## src/rtl/dgwq_pkg.sv

```systemverilog
// Package for the device grant wait queues: sizes, codes, types and helpers.
// No dependencies.
package dgwq_pkg;

   // Sizes
   localparam int DEVICES     = 8;
   localparam int QUEUE_DEPTH = 16;
   localparam int OP_W        = 2;
   localparam int ID_W        = 8;
   localparam int DEV_W       = 4;
   localparam int STATUS_W    = 3;
   localparam int CNT_W       = $clog2(QUEUE_DEPTH + 1);
   localparam int DEV_SEL_W   = (DEVICES > 1) ? $clog2(DEVICES) : 1;
   localparam int SLOTS       = DEVICES * QUEUE_DEPTH;
   localparam int ADDR_W      = $clog2(SLOTS);

   typedef enum logic [OP_W-1:0] {
      OP_ACQUIRE     = 2'd0,
      OP_RELEASE     = 2'd1,
      OP_RELEASE_ALL = 2'd2
   } op_type;

   typedef enum logic [STATUS_W-1:0] {
      STAT_GRANTED    = 3'd0,
      STAT_QUEUED     = 3'd1,
      STAT_DUPLICATE  = 3'd2,
      STAT_FULL       = 3'd3,
      STAT_RELEASED   = 3'd4,
      STAT_NOT_FOUND  = 3'd5,
      STAT_BAD_DEVICE = 3'd6
   } status_type;

   typedef enum logic [3:0] {
      S_IDLE,
      S_READ,
      S_CMP,
      S_SH_RD,
      S_SH_WR,
      S_REMOVE,
      S_HEAD_RD,
      S_HEAD_WT,
      S_NEXT_DEV,
      S_EMIT
   } state_type;

   typedef struct packed {
      logic [OP_W-1:0]  op;
      logic [ID_W-1:0]  requester;
      logic [DEV_W-1:0] device_index;
   } req_item_type;

   typedef struct packed {
      logic [STATUS_W-1:0] status;
      logic                wake_valid;
      logic [ID_W-1:0]     wake_requester;
      logic [DEV_W-1:0]    wake_device;
      logic                last;
   } result_type;

   typedef struct packed {
      logic              we;
      logic [ADDR_W-1:0] waddr;
      logic [ID_W-1:0]   wdata;
      logic [ADDR_W-1:0] raddr;
   } ram_ctl_type;

   // Flat slot address of queue dev, position idx
   function automatic logic [ADDR_W-1:0] slot_addr(input logic [DEV_W-1:0] dev,
                                                   input logic [CNT_W-1:0] idx);
      logic [ADDR_W:0] a;
      a = (ADDR_W+1)'(dev) * (ADDR_W+1)'(QUEUE_DEPTH) + (ADDR_W+1)'(idx);
      return a[ADDR_W-1:0];
   endfunction

   function automatic result_type make_result(input status_type st,
                                              input logic wv,
                                              input logic [ID_W-1:0] wr,
                                              input logic [DEV_W-1:0] wd,
                                              input logic lst);
      result_type r;
      r.status         = st;
      r.wake_valid     = wv;
      r.wake_requester = wr;
      r.wake_device    = wd;
      r.last           = lst;
      return r;
   endfunction

endpackage

```

## src/rtl/dgwq_if.sv

```systemverilog
// Valid/ready channel interfaces for requests and responses.
// Depends on dgwq_pkg.
interface dgwq_req_if;
   import dgwq_pkg::*;
   logic             valid;
   logic             ready;
   logic [OP_W-1:0]  op;
   logic [ID_W-1:0]  requester;
   logic [DEV_W-1:0] device_index;

   modport source (output valid, output op, output requester, output device_index,
                   input ready);
   modport sink (input valid, input op, input requester, input device_index,
                 output ready);
endinterface

interface dgwq_rsp_if;
   import dgwq_pkg::*;
   logic                valid;
   logic                ready;
   logic [STATUS_W-1:0] status;
   logic                wake_valid;
   logic [ID_W-1:0]     wake_requester;
   logic [DEV_W-1:0]    wake_device;
   logic                last;

   modport source (output valid, output status, output wake_valid,
                   output wake_requester, output wake_device, output last,
                   input ready);
   modport sink (input valid, input status, input wake_valid,
                 input wake_requester, input wake_device, input last,
                 output ready);
endinterface

```

## src/rtl/dgwq_ram.sv

```systemverilog
// Generic single-write, single-read RAM with registered read data.
// No dependencies.
module dgwq_ram #(
   parameter int WIDTH = 8,
   parameter int DEPTH = 128
) (
   input  logic                     clock,
   input  logic                     we,
   input  logic [$clog2(DEPTH)-1:0] waddr,
   input  logic [WIDTH-1:0]         wdata,
   input  logic [$clog2(DEPTH)-1:0] raddr,
   output logic [WIDTH-1:0]         rdata
);

   logic [WIDTH-1:0] mem_ff [DEPTH];
   logic [WIDTH-1:0] rdata_ff;

   always_ff @(posedge clock) begin
      if (we) begin
         mem_ff[waddr] <= wdata;
      end
      rdata_ff <= mem_ff[raddr];
   end

   assign rdata = rdata_ff;

endmodule

```

## src/rtl/dgwq_seq.sv

```systemverilog
// Sequencer: walks queue slots through one compare path and the slot RAM.
// Depends on dgwq_pkg; drives an external dgwq_ram.
module dgwq_seq (
   input  logic                   clock,
   input  logic                   reset,
   input  logic                   req_valid,
   output logic                   req_ready,
   input  dgwq_pkg::req_item_type req_item,
   output logic                   res_valid,
   input  logic                   res_ready,
   output dgwq_pkg::result_type   res,
   output dgwq_pkg::ram_ctl_type  ram_ctl,
   input  logic [dgwq_pkg::ID_W-1:0] ram_rdata
);
   import dgwq_pkg::*;

   state_type        state_ff, state_in;
   logic [OP_W-1:0]  op_ff, op_in;
   logic [ID_W-1:0]  id_ff, id_in;
   logic [DEV_W-1:0] dev_ff, dev_in;
   logic [CNT_W-1:0] idx_ff, idx_in;
   result_type       res_ff, res_in;
   logic [CNT_W-1:0] counts_ff [DEVICES];
   logic [CNT_W-1:0] counts_in [DEVICES];
   logic [CNT_W-1:0] cur_cnt;
   logic             bad_dev;
   logic             match;

   assign cur_cnt = counts_ff[dev_ff[DEV_SEL_W-1:0]];
   assign bad_dev = (DEV_W+1)'(req_item.device_index) >= (DEV_W+1)'(DEVICES);
   // shared compare unit
   assign match   = (ram_rdata == id_ff);
   assign res     = res_ff;

   // state and counts
   always_ff @(posedge clock) begin
      if (reset) begin
         state_ff <= S_IDLE;
         for (int d = 0; d < DEVICES; d++) begin
            counts_ff[d] <= '0;
         end
      end else begin
         state_ff  <= state_in;
         counts_ff <= counts_in;
      end
   end

   // working registers
   always_ff @(posedge clock) begin
      op_ff  <= op_in;
      id_ff  <= id_in;
      dev_ff <= dev_in;
      idx_ff <= idx_in;
      res_ff <= res_in;
   end

   // next state and outputs
   always_comb begin
      state_in      = state_ff;
      op_in         = op_ff;
      id_in         = id_ff;
      dev_in        = dev_ff;
      idx_in        = idx_ff;
      res_in        = res_ff;
      counts_in     = counts_ff;
      req_ready     = 1'b0;
      res_valid     = 1'b0;
      ram_ctl.we    = 1'b0;
      ram_ctl.waddr = slot_addr(dev_ff, idx_ff);
      ram_ctl.wdata = id_ff;
      ram_ctl.raddr = slot_addr(dev_ff, idx_ff);

      unique case (state_ff)
         S_IDLE: begin
            req_ready = 1'b1;
            if (req_valid) begin
               op_in  = req_item.op;
               id_in  = req_item.requester;
               idx_in = '0;
               case (req_item.op) inside
                  OP_ACQUIRE, OP_RELEASE: begin
                     if (bad_dev) begin
                        res_in   = make_result(STAT_BAD_DEVICE, 1'b0, '0, '0, 1'b1);
                        state_in = S_EMIT;
                     end else begin
                        dev_in   = req_item.device_index;
                        state_in = S_READ;
                     end
                  end
                  OP_RELEASE_ALL: begin
                     dev_in   = '0;
                     state_in = S_READ;
                  end
                  default: state_in = S_IDLE;
               endcase
            end
         end

         // end of queue reached: id absent; otherwise fetch the next slot
         S_READ: begin
            if (idx_ff == cur_cnt) begin
               case (op_ff)
                  OP_ACQUIRE: begin
                     if (cur_cnt == CNT_W'(QUEUE_DEPTH)) begin
                        res_in = make_result(STAT_FULL, 1'b0, '0, '0, 1'b1);
                     end else begin
                        ram_ctl.we    = 1'b1;
                        ram_ctl.waddr = slot_addr(dev_ff, cur_cnt);
                        counts_in[dev_ff[DEV_SEL_W-1:0]] = cur_cnt + CNT_W'(1);
                        res_in = make_result((cur_cnt == '0) ? STAT_GRANTED : STAT_QUEUED,
                                             1'b0, '0, '0, 1'b1);
                     end
                     state_in = S_EMIT;
                  end
                  OP_RELEASE: begin
                     res_in   = make_result(STAT_NOT_FOUND, 1'b0, '0, '0, 1'b1);
                     state_in = S_EMIT;
                  end
                  default: state_in = S_NEXT_DEV;
               endcase
            end else begin
               state_in = S_CMP;
            end
         end

         S_CMP: begin
            if (match) begin
               if (op_ff == OP_ACQUIRE) begin
                  res_in   = make_result(STAT_DUPLICATE, 1'b0, '0, '0, 1'b1);
                  state_in = S_EMIT;
               end else if (idx_ff + CNT_W'(1) < cur_cnt) begin
                  state_in = S_SH_RD;
               end else begin
                  state_in = S_REMOVE;
               end
            end else begin
               idx_in   = idx_ff + CNT_W'(1);
               state_in = S_READ;
            end
         end

         // close the gap one slot at a time
         S_SH_RD: begin
            ram_ctl.raddr = slot_addr(dev_ff, idx_ff + CNT_W'(1));
            state_in      = S_SH_WR;
         end

         S_SH_WR: begin
            ram_ctl.we    = 1'b1;
            ram_ctl.wdata = ram_rdata;
            idx_in        = idx_ff + CNT_W'(1);
            state_in      = (idx_ff + CNT_W'(2) < cur_cnt) ? S_SH_RD : S_REMOVE;
         end

         S_REMOVE: begin
            counts_in[dev_ff[DEV_SEL_W-1:0]] = cur_cnt - CNT_W'(1);
            if (cur_cnt != CNT_W'(1)) begin
               state_in = S_HEAD_RD;
            end else if (op_ff == OP_RELEASE) begin
               res_in   = make_result(STAT_RELEASED, 1'b0, '0, '0, 1'b1);
               state_in = S_EMIT;
            end else begin
               state_in = S_NEXT_DEV;
            end
         end

         S_HEAD_RD: begin
            ram_ctl.raddr = slot_addr(dev_ff, '0);
            state_in      = S_HEAD_WT;
         end

         S_HEAD_WT: begin
            res_in   = make_result(STAT_RELEASED, 1'b1, ram_rdata, dev_ff,
                                   op_ff == OP_RELEASE);
            state_in = S_EMIT;
         end

         // release all: step to the next device or close
         S_NEXT_DEV: begin
            if (dev_ff == DEV_W'(DEVICES - 1)) begin
               res_in   = make_result(STAT_RELEASED, 1'b0, '0, '0, 1'b1);
               state_in = S_EMIT;
            end else begin
               dev_in   = dev_ff + DEV_W'(1);
               idx_in   = '0;
               state_in = S_READ;
            end
         end

         S_EMIT: begin
            res_valid = 1'b1;
            if (res_ready) begin
               state_in = res_ff.last ? S_IDLE : S_NEXT_DEV;
            end
         end

         default: state_in = S_IDLE;
      endcase
   end

endmodule

```

## src/rtl/device_grant_wait_queues_top.sv

```systemverilog
// Top level of the device grant wait queues: sequencer, slot RAM, output register.
// Depends on dgwq_pkg, dgwq_if, dgwq_ram and dgwq_seq.
//
//   channel   dir   handshake      payload
//   req_chan  in    valid/ready    op, requester, device_index
//   rsp_chan  out   valid/ready    status, wake_valid, wake_requester, wake_device, last
//
// One item at a time; each slot is compared in a read state and a compare state through
// the shared compare path and slot RAM port, and each slot is shifted in a read state
// and a write state when a gap is closed; then the head is read and the result emitted.
// The scan stops at the match and the shift covers the rest; release all walks every
// device queue in turn. Reset is synchronous and clears all queue counts at once. A
// stalled result waits in the output register.
module device_grant_wait_queues_top (
   input logic      clock,
   input logic      reset,
   dgwq_req_if.sink   req_chan,
   dgwq_rsp_if.source rsp_chan
);
   import dgwq_pkg::*;

   req_item_type     req_item;
   result_type       seq_res;
   logic             seq_res_valid;
   logic             seq_res_ready;
   ram_ctl_type      ram_ctl;
   logic [ID_W-1:0]  ram_rdata;
   logic             seq_req_ready;
   logic             rsp_valid_ff, rsp_valid_in;
   result_type       rsp_data_ff, rsp_data_in;
   logic             res_xfer;

   assign req_item.op           = req_chan.op;
   assign req_item.requester    = req_chan.requester;
   assign req_item.device_index = req_chan.device_index;
   assign req_chan.ready        = seq_req_ready;

   dgwq_seq u_seq (
      .clock     (clock),
      .reset     (reset),
      .req_valid (req_chan.valid),
      .req_ready (seq_req_ready),
      .req_item  (req_item),
      .res_valid (seq_res_valid),
      .res_ready (seq_res_ready),
      .res       (seq_res),
      .ram_ctl   (ram_ctl),
      .ram_rdata (ram_rdata)
   );

   dgwq_ram #(
      .WIDTH (ID_W),
      .DEPTH (SLOTS)
   ) u_slots (
      .clock (clock),
      .we    (ram_ctl.we),
      .waddr (ram_ctl.waddr),
      .wdata (ram_ctl.wdata),
      .raddr (ram_ctl.raddr),
      .rdata (ram_rdata)
   );

   // output register: takes a result when empty or being drained
   assign seq_res_ready = !rsp_valid_ff || rsp_chan.ready;
   assign res_xfer      = seq_res_valid && seq_res_ready;
   assign rsp_valid_in  = res_xfer || (rsp_valid_ff && !rsp_chan.ready);
   assign rsp_data_in   = res_xfer ? seq_res : rsp_data_ff;

   always_ff @(posedge clock) begin
      if (reset) begin
         rsp_valid_ff <= 1'b0;
      end else begin
         rsp_valid_ff <= rsp_valid_in;
      end
   end

   always_ff @(posedge clock) begin
      rsp_data_ff <= rsp_data_in;
   end

   assign rsp_chan.valid          = rsp_valid_ff;
   assign rsp_chan.status         = rsp_data_ff.status;
   assign rsp_chan.wake_valid     = rsp_data_ff.wake_valid;
   assign rsp_chan.wake_requester = rsp_data_ff.wake_requester;
   assign rsp_chan.wake_device    = rsp_data_ff.wake_device;
   assign rsp_chan.last           = rsp_data_ff.last;

endmodule

```

## src/flat_wrapper.sv

```systemverilog
// flat-port wrapper written by rule: the top's interface ports become plain ports
module device_grant_wait_queues_top_flat import dgwq_pkg::*;
  (clock, reset, req_chan_valid, req_chan_op, req_chan_requester, req_chan_device_index, req_chan_ready, rsp_chan_valid, rsp_chan_status, rsp_chan_wake_valid, rsp_chan_wake_requester, rsp_chan_wake_device, rsp_chan_last, rsp_chan_ready);
  dgwq_req_if req_chan_i ();
  dgwq_rsp_if rsp_chan_i ();
  input logic clock;
  input logic reset;
  input wire logic [$bits(req_chan_i.valid)-1:0] req_chan_valid;
  input wire logic [$bits(req_chan_i.op)-1:0] req_chan_op;
  input wire logic [$bits(req_chan_i.requester)-1:0] req_chan_requester;
  input wire logic [$bits(req_chan_i.device_index)-1:0] req_chan_device_index;
  output wire logic [$bits(req_chan_i.ready)-1:0] req_chan_ready;
  output wire logic [$bits(rsp_chan_i.valid)-1:0] rsp_chan_valid;
  output wire logic [$bits(rsp_chan_i.status)-1:0] rsp_chan_status;
  output wire logic [$bits(rsp_chan_i.wake_valid)-1:0] rsp_chan_wake_valid;
  output wire logic [$bits(rsp_chan_i.wake_requester)-1:0] rsp_chan_wake_requester;
  output wire logic [$bits(rsp_chan_i.wake_device)-1:0] rsp_chan_wake_device;
  output wire logic [$bits(rsp_chan_i.last)-1:0] rsp_chan_last;
  input wire logic [$bits(rsp_chan_i.ready)-1:0] rsp_chan_ready;
  assign req_chan_i.valid = req_chan_valid;
  assign req_chan_i.op = req_chan_op;
  assign req_chan_i.requester = req_chan_requester;
  assign req_chan_i.device_index = req_chan_device_index;
  assign req_chan_ready = req_chan_i.ready;
  assign rsp_chan_valid = rsp_chan_i.valid;
  assign rsp_chan_status = rsp_chan_i.status;
  assign rsp_chan_wake_valid = rsp_chan_i.wake_valid;
  assign rsp_chan_wake_requester = rsp_chan_i.wake_requester;
  assign rsp_chan_wake_device = rsp_chan_i.wake_device;
  assign rsp_chan_last = rsp_chan_i.last;
  assign rsp_chan_i.ready = rsp_chan_ready;
  device_grant_wait_queues_top u_core (.clock(clock), .reset(reset), .req_chan(req_chan_i), .rsp_chan(rsp_chan_i));
endmodule
```

## config.mk

```make
export PLATFORM = sky130hd
export DESIGN_NAME = device_grant_wait_queues_top_flat
export DESIGN_NICKNAME = d
export VERILOG_FILES = /design/src/rtl/dgwq_pkg.sv /design/src/rtl/dgwq_if.sv /design/src/rtl/dgwq_ram.sv /design/src/rtl/dgwq_seq.sv /design/src/rtl/device_grant_wait_queues_top.sv /design/src/flat_wrapper.sv
export SDC_FILE = /design/constraint.sdc
export NUM_CORES = 2
export LEC_CHECK = 0
export BUFFER_PORTS_ARGS = -buffer_cell sky130_fd_sc_hd__buf_2
export CAP_MARGIN = 0
export CORE_MARGIN = 2
export CORE_UTILIZATION = 25
export CTS_CLUSTER_SIZE = 16
export DETAILED_ROUTE_END_ITERATION = 10
export GPL_TIMING_DRIVEN = 1
export PLACE_DENSITY = 0.44
export SETUP_SLACK_MARGIN = 0.1
export SYNTH_ARGS = -nofsm -noshare
export SYNTH_HDL_FRONTEND = slang
export SYNTH_HIERARCHICAL = 1
export SYNTH_SLANG_ARGS = --single-unit
export TNS_END_PERCENT = 1
```

## constraint.sdc

```tcl
create_clock -name clock -period 7.35 [get_ports clock]
set_clock_uncertainty 0.1 [all_clocks]
set_input_delay 1.47 -clock clock [delete_from_list [all_inputs] [get_ports clock]]
set_output_delay 1.47 -clock clock [all_outputs]
set_load 0.02 [all_outputs]
```

==> impl_metrics.yaml <==
layout:
  nFillCells: 17230
  stdcell_count: 4689
  num-nets-final: 2270
  finalInstanceArea_mm2: 0.05240
  area_growth_pct: 16.38
  mostFrequentLayoutCells: "edfxtp_1, mux4_2, nor2_1"
  layout-drive-gt1-share_pct: 28.62
  layout_commonest_cell: "edfxtp_1"
  fin_util_pct: 29.34
  antennaDiodeCount: 0
synth:
  synth_ff_type: "edfxtp_1"
  async_flop_share_pct: 0
  netlist_instances: 2130
  ys_ff_latch: 1130
  synth.distinct_cells: 61
  netlist_area_mm2: 0.04502
  yosys_warnings: 6
  post_synth.cell_area_avg_um2: 21.14
  ys_seq_area_share_pct: 74.19
  syn_nets: 2170
  synth_edf_count: 1077
global_route:
  grt_antenna_before_repair: 5
  grt_pass1_vias: 22350
  grt_pass1_wl_um: 167100
  grtUsageTotal_pct: 12.49
  overflow: 0
  grt_start_max_net_pins: 82
sta:
  layout_min_cycle_time_ns: 6.700
  tightest_slew_ns: 1.336
  relSlewSlack_pct: 10.83
  fin_crit_sh_pct: 91.16
  hold_viol: 0
  setup_tns_ns: 0
  max_freq_mhz: 149.3
  rsz0062_at_grt: "no"
  whs_ns: 0.3190
  setup_viol: 0
  final-max-slew-violation-count: 0
clock_network:
  cts_tree: "done"
  clk_pin_slew_ns: 0.06
  postCtsSetupRepairBufs: 0
  cts_buffers: 118
  cts-resized-gates: 0
  clkSinkCount: 1130
  ctsHoldBuffers: 0
  clk_latency_ns: 0.76
  clk_path_buf_depth: 3
  clockRootBuffer: "clkbuf_16"
  h-tree-depth: 3
power_and_ir_drop:
  p_comb_share_pct: 15.0
  switching_share_pct: 25.36
  pwr-share-clk_pct: 39.3
  power_frac_seq_pct: 45.7
  ir_drop_mv: 0.2007
  p_switching_uw: 4051
  p_int_uw: 11920
  p_leak_uw: 0.01595
  power_density_mw_per_mm2: 304.9
detailed_routing:
  vias_per_cell: 4.572
  vias: 21440
  wire_per_inst_um: 24.78
  drc: 0
  dr.pass1.iters: 5
  ant_nets: 0
  drt_wl_total_um: 116200
  drtIter0Drc: 1856
floorplanning:
  initial_core_util_pct: 25.21
  rows: 155
  dieArea_mm2: 0.1835
  coreArea_mm2: 0.1786
  fp.dieW_um: 428.4
  ios: 37
  die_h_um: 428.4
critical_path:
  endpoint_kind: "flip-flop"
  critPathArrivalTime_ns: 6.93
  cp-start-kind: "flip-flop"
  required_ns: 7.58
  cp_max_fo: 16
  path_class: "flip-flop to flip-flop"
placed_design:
  port-buffer-count: 36
  place.gp.congestion: 0.7916
  placed_area_mm2: 0.04823
  dpl.hpwl_um: 72540
  placedCellCount: 4465
min_path:
  hold_class: "flip-flop to flip-flop"
run:
  cap_violations: 0
outcome:
  outcome: "complete, no violations"
[synthesized netlist by cell type (all sizes together) (2+ instances only)]
cell type / number / area, µm²
mux4: 342 / 7702
nor3: 18 / 90.09
a21oi: 11 / 58.81
mux2i: 53 / 543.0
clkinv: 2 / 7.510
dfxtp: 53 / 1061
or2: 3 / 18.77
a31oi: 5 / 37.53
o2111ai: 8 / 120.1
nand2: 82 / 307.8
and4: 2 / 17.52
ha: 22 / 275.3
nor4b: 2 / 17.52
xnor2: 15 / 131.4
nor2b: 17 / 106.4
edfxtp: 1077 / 32340
nand4: 5 / 31.28
or3: 6 / 37.54
inv: 13 / 48.80
buf: 50 / 264.0
clkbuf: 64 / 240.2
a211oi: 3 / 22.52
o21ai: 19 / 95.09
a2111oi: 5 / 62.56
nor4: 2 / 12.51
a22oi: 2 / 15.01
nand3: 17 / 85.08
a2111o: 2 / 22.52
o21a: 4 / 30.03
nand2b: 11 / 76.32
o211ai: 2 / 15.01
nor2: 145 / 544.3
a211o: 2 / 17.52
nand3b: 4 / 30.03
a41oi: 2 / 17.52
xor2: 6 / 52.55
o22ai: 7 / 43.79
mux2: 19 / 214.0
and2: 15 / 96.34
[critical path, cell delays in order (launching register included)]
cell	delay [ns]
edfxtp_1	0.86
mux4_2	0.59
mux2i_1	0.15
buf_4	0.17
inv_1	0.10
ha_1	0.29
nand2b_1	0.11
or2_2	0.31
a2111o_1	0.47
nor2_1	0.56
mux2i_1	0.52
buf_4	0.26
nor2b_1	0.23
nand2_1	0.48
buf_4	0.41
nor2_1	0.64
[layer usage]
layer  part of all wire (%)  vias up  track usage, %
met5                  0.011        -               0
met4                    2.4        2           3.564
met3                    5.5      151           2.443
met2                     48      617           20.53
met1                     44    11630           16.78
li1                       -     9042               -
[flip-flops by register name (all words and copies together) (netlist names), 2 cells and up]
name                            flops
u_core/u_seq/counts_ff             40
u_core/u_slots/rdata                8
u_core/u_seq/res                   17
u_core/u_seq/id_ff                  8
u_core/rsp_chan.wake_device         4
u_core/u_seq/op_ff                  2
u_core/u_seq/idx_ff                 5
u_core/rsp_chan.wake_requester      8
u_core/u_slots/mem_ff            1024
u_core/u_seq/dev_ff                 4
u_core/u_seq/state_ff               4
u_core/rsp_chan.status              3
[stage by stage]
stage | setup WS (ns) | total power, µW
2_1_floorplan | 1.837 | 8944
3_3_place_gp | 0.6676 | 9885
3_5_place_dp | 0.6872 | 9892
4_1_cts | 0.6053 | 16190
5_1_grt | 0.2734 | 16530
6_report | 0.6500 | 15980
[worst paths after layout]
path	cells after the start	slack, ns	start	end
setup reg to reg	15	0.65	u_core/u_seq/dev_ff[0]$_DFFE_PP_	u_core/u_slots/mem_ff[90][5]$_DFFE_PP_
hold reg to reg	0	0.32	u_core/u_seq/res[10]$_SDFFCE_PN0P_	u_core/rsp_chan.wake_requester[5]$_DFFE_PP_
setup / recovery	15	0.65	u_core/u_seq/dev_ff[0]$_DFFE_PP_	u_core/u_slots/mem_ff[90][5]$_DFFE_PP_
hold / removal	0	0.32	u_core/u_seq/res[10]$_SDFFCE_PN0P_	u_core/rsp_chan.wake_requester[5]$_DFFE_PP_
[power groups by stage]
| stage | combinational (µW) | sequential (µW) | clock [µW] |
|---|---|---|---|
| finish | 2400 | 7300 | 6280 |
| global route | 2540 | 7310 | 6680 |
| CTS | 2460 | 7300 | 6430 |
| detailed placement | 2460 | 7440 | 0 |
| global placement | 2450 | 7430 | 0 |
| floorplan | 1540 | 7400 | 0 |
[cell type report]
cell class	instances	area (µm²)	share of cell area (%)
multi-input cells	871	11150	21.28
inverters	15	56.30	0.1075
repair buffers	94	678.2	1.294
well taps	2355	2947	5.623
clock buffers	145	3124	5.962
flip-flops and latches	1130	33400	63.75
clock inverters	79	1042	1.989
[logic make-up after synthesis]
group | Yosys count | share of synthesized area, %
compound gates | 80 | 1.395
mux | 414 | 18.79
fa+ha+maj | 23 | 0.6336
flops | 1130 | 74.19
buf+inv | 129 | 1.245
xor+xnor | 21 | 0.4085
simple gates | 333 | 3.340
Note: power is estimated with default switching activity, not from simulation.
